===== src/design/sck_pkg.sv =====
`timescale 1ns / 1ps

package sck_pkg;

  // channel layout of one pixel: lane 0 red, lane 1 green, lane 2 blue
  localparam int NUM_CH = 3;
  localparam int CH_W   = 8;

  typedef logic [NUM_CH-1:0][CH_W-1:0] pix_t;

  // result position fields
  localparam int ROW_W = 16;
  localparam int COL_W = 11;

  // configuration registers
  localparam int WID_W = 12;
  localparam int HGT_W = 16;

  localparam logic [WID_W-1:0] WID_RST = 12'd640;
  localparam logic [HGT_W-1:0] HGT_RST = 16'd480;

  // register index, taken from paddr[2]
  localparam logic REG_WIDTH  = 1'b0;
  localparam logic REG_HEIGHT = 1'b1;

  // upper clamping limit of the sharpened value
  localparam logic [CH_W-1:0] CH_MAX = 8'd255;

endpackage


===== src/design/sck_lane.sv =====
`timescale 1ns / 1ps

module sck_lane
  import sck_pkg::*;
(
  input  logic            clk,
  input  logic            en,
  input  logic [CH_W-1:0] top,
  input  logic [CH_W-1:0] left,
  input  logic [CH_W-1:0] mid,
  input  logic [CH_W-1:0] right,
  input  logic [CH_W-1:0] bot,
  output logic [CH_W-1:0] sharp
);

  logic signed [CH_W+3:0] times5;
  logic signed [CH_W+3:0] neigh;
  logic signed [CH_W+3:0] diff;
  logic        [CH_W-1:0] sharp_nxt;
  logic        [CH_W-1:0] sharp_r;

  // five times the centre minus the four neighbours
  always_comb begin
    times5 = $signed({2'b00, mid, 2'b00}) + $signed({4'b0000, mid});
    neigh  = $signed({4'b0000, top}) + $signed({4'b0000, left})
           + $signed({4'b0000, right}) + $signed({4'b0000, bot});
    diff   = times5 - neigh;
  end

  // clamp to the channel range
  always_comb begin
    if (diff < 0) begin
      sharp_nxt = '0;
    end else if (diff > $signed({4'b0000, CH_MAX})) begin
      sharp_nxt = CH_MAX;
    end else begin
      sharp_nxt = diff[CH_W-1:0];
    end
  end

  always_ff @(posedge clk) begin
    if (en) begin
      sharp_r <= sharp_nxt;
    end
  end

  assign sharp = sharp_r;

endmodule


===== config.mk =====
export PLATFORM = sky130hd
export DESIGN_NAME = sck_lane
export DESIGN_NICKNAME = d
export VERILOG_FILES = /design/src/design/sck_pkg.sv /design/src/design/sck_lane.sv
export SDC_FILE = /design/constraint.sdc
export NUM_CORES = 1
export LEC_CHECK = 0
export BUFFER_PORTS_ARGS = -buffer_cell sky130_fd_sc_hd__buf_2
export CORE_ASPECT_RATIO = 0.5
export CORE_MARGIN = 2
export CORE_UTILIZATION = 40
export CTS_CLUSTER_DIAMETER = 100
export DETAILED_ROUTE_END_ITERATION = 16
export PLACE_DENSITY_LB_ADDON = 0.25
export SLEW_MARGIN = 25
export SYNTH_ARGS = -nofsm -noshare
export SYNTH_HDL_FRONTEND = slang
export SYNTH_SLANG_ARGS = --single-unit

===== constraint.sdc =====
create_clock -name clk -period 5.45 [get_ports clk]
set_input_delay 0.2725 -clock clk [delete_from_list [all_inputs] [get_ports clk]]
set_output_delay 0.2725 -clock clk [all_outputs]
set_load 0.1 [all_outputs]

==> results.py <==
metrics = {
    "synthesis": {
        "synthFlopType": "edfxtp_1",
        "synthMuxAreaShare": 0.00598,
        "synth_edf_count": 8,
        "synth-adder-area-share": 0.471,
        "synth_cell_type_count": 23,
        "yosysTopAreaCell": "fa_1",
        "synth_top_family_by_area": "adder cells",
        "synth-compound-area-share": 0.121,
        "synth_top_area_frac": 0.359,
        "seq_area_frac_synth": 0.144,
        "syn-cell-area_mm2": 0.00167,
        "ys_async_sr_fraction": 0,
        "synthXorXnorAreaFrac": 0.0576,
        "synth_commonest_cells": "inv_1, fa_1, a21oi_1, ha_1, xnor2_1",
        "ys_seq_elements": 8,
        "synth_fp_nets": 268,
        "syn_avg_cell_area_um2": 9.24,
        "synth_area_leaders": "fa_1, inv_1, edfxtp_1",
        "synthSimpleGateAreaFrac": 0.0277,
        "netlist_instances": 181,
        "yosys_warnings": 0,
        "yosysMostFrequentCell": "inv_1",
    },
    "floorplanning": {
        "fp.dieH_um": 49.7,
        "io_pins": 50,
        "rows": 16,
        "core-area_mm2": 0.00396,
        "start_util": 0.422,
        "die_w_um": 95.5,
        "die_area_mm2": 0.00475,
    },
    "critical_path": {
        "start_kind": "input pin",
        "cp-startpoint": "left[1]",
        "cp_data_required_time_ns": 5.39,
        "path_max_fanout": 8,
        "endpoint_kind": "register",
        "cp_data_arrival_time_ns": 3.79,
        "crit_type": "in2reg",
    },
    "power": {
        "p_switching_w": 0.000545,
        "power_frac_seq": 0.109,
        "internal-power_w": 0.000436,
        "leakage_nw": 1.16,
        "pwr_density_cell_mw_per_mm2": 484,
        "p_clk_frac": 0.069,
        "peakVddDrop_mv": 0.205,
        "power_frac_comb": 0.822,
        "p_sw_frac": 0.556,
    },
    "min_path": {
        "hp-start": "en",
        "hp-class": "in2reg",
        "holdPathStages": 1,
    },
    "layout": {
        "multi_input_area_mm2": 0.00114,
        "finalInstanceArea_mm2": 0.00203,
        "diodes": 0,
        "largest_register_ff_count": 8,
        "area_growth_pct": 21.2,
        "fill_cells": 407,
        "ff_latch_area_um2": 240,
        "nNetsFinal": 322,
        "drive_gt1_frac": 0.245,
    },
    "routing": {
        "vias_per_cell": 4.26,
        "vias": 1224,
        "dr.pass1.iters": 4,
        "drt_iter0_drc": 21,
        "totalWireLength_um": 2660,
        "detail_route.wl_per_cell_um": 9.28,
        "post-route-drc-count": 0,
        "drtAntennaViolNets": 0,
    },
    "placed_design": {
        "place_congestion": 0.722,
        "numPortBuffers": 49,
        "placed_cell_area_mm2": 0.00199,
        "post-dp-hpwl_um": 2480,
    },
    "sta": {
        "fin_hold_ws_ns": 0.402,
        "rsz0062_at_grt": "false",
        "fmax_mhz": 259,
        "fin_crit_sh": 0.707,
        "hold_viol": 0,
        "drv_slew": 0,
        "min_period_ns": 3.85,
        "timing.setup.tns_ns": 0,
        "slew_headroom": 0.601,
        "setup_viol_count_final": 0,
        "worst_slew_pin_slew_ns": 0.598,
    },
    "clocking": {
        "cts_tree": "built",
        "cts.sinks": 8,
        "clock_path_buffers": 2,
        "htreeDepth": 1,
        "postCtsHoldBufs": 0,
        "cts-resized-gates": 0,
        "cts_setup_buffers": 0,
        "numCtsBuffers": 3,
        "clk_pin_slew_worst_paths_ns": 0.04,
        "cts_root_buf": "clkbuf_8",
    },
    "outcome": {
        "status": "completed",
    },
    "global_routing": {
        "track_usage": 0.135,
        "grt_pass1_vias": 1286,
        "grt_pass1_wl_um": 5220,
        "grt-ovfl-total": 0,
        "antenna_found_initial": 0,
        "grt_max_degree": 9,
    },
    "job": {
        "max_cap_violations": 0,
    },
}
[layout by cell type, fill, tap and decap left out]
master and count:
o21bai_1 2, a211oi_2 1, o22ai_1 1, nand2_1 2, xor2_1 2, buf_2 49, a21o_2 1, o21ai_2 1
inv_1 77, a21o_1 3, a31oi_1 1, a21oi_1 16, o21ai_0 1, fa_1 30, a221oi_2 1, nand3_1 3
nor3_4 1, edfxtp_1 8, mux2i_1 1, clkbuf_8 3, ha_1 15, nor2_1 2, o211ai_1 2, xnor2_1 9
o21a_1 1
[layout make-up]
cell class,count,area share
multi-input combinational,96,0.564
inverter,77,0.143
timing repair buffer,49,0.121
sequential,8,0.119
tap,54,0.0333
clock buffer,3,0.0204
[power by group through the flow]
stage                     Combinational (W)  Clock (W)  Sequential, W
after floorplan                    0.000514          0       0.000276
after CTS                          0.000818  0.0000692       0.000107
final                              0.000807  0.0000677       0.000107
after detailed placement           0.000815          0       0.000108
after global placement             0.000801          0       0.000108
after global routing               0.000901  0.0000742       0.000110
[worst max-delay path: stages]
cell	delay (ns)
buf_2	0.07
inv_1	0.04
fa_1	0.50
fa_1	0.54
inv_1	0.05
fa_1	0.53
inv_1	0.06
fa_1	0.46
a211oi_2	0.28
o21ai_2	0.12
a221oi_2	0.27
xnor2_1	0.14
nor3_4	0.32
a21oi_1	0.12
[final timing paths]
path	end	slack [ns]
setup / recovery	sharp[2]	1.60
hold / removal	sharp[4]	0.40
[metal layers]
layer | track usage | share of wire | up-vias
met3 | 0.0229 | 0.032 | 0
met4 | 0 | 0 | 0
met2 | 0.241 | 0.49 | 22
li1 | - | - | 640
met1 | 0.184 | 0.48 | 562
met5 | 0 | 0 | -
[stage by stage]
stage | instances | power [W] | setup WS [ns] | utilization
floorplan | 181 | 0.000790 | 1.65 | -
global placement | 284 | 0.000908 | 1.39 | 0.501
detailed placement | 284 | 0.000923 | 1.32 | 0.501
CTS | 287 | 0.000994 | 1.55 | 0.511
global route | 287 | 0.00109 | 1.30 | 0.511
finish | 287 | 0.000981 | 1.60 | 0.511
[logic make-up after synthesis]
logic type	after synthesis
buffers and inverters	77
adders and majority gates	45
AOI/OAI and AO/OA	31
xor gates and xnor gates	11
and+or+nand+nor	8
DFF	8
muxes	1
(Power assumes the default switching activity.)
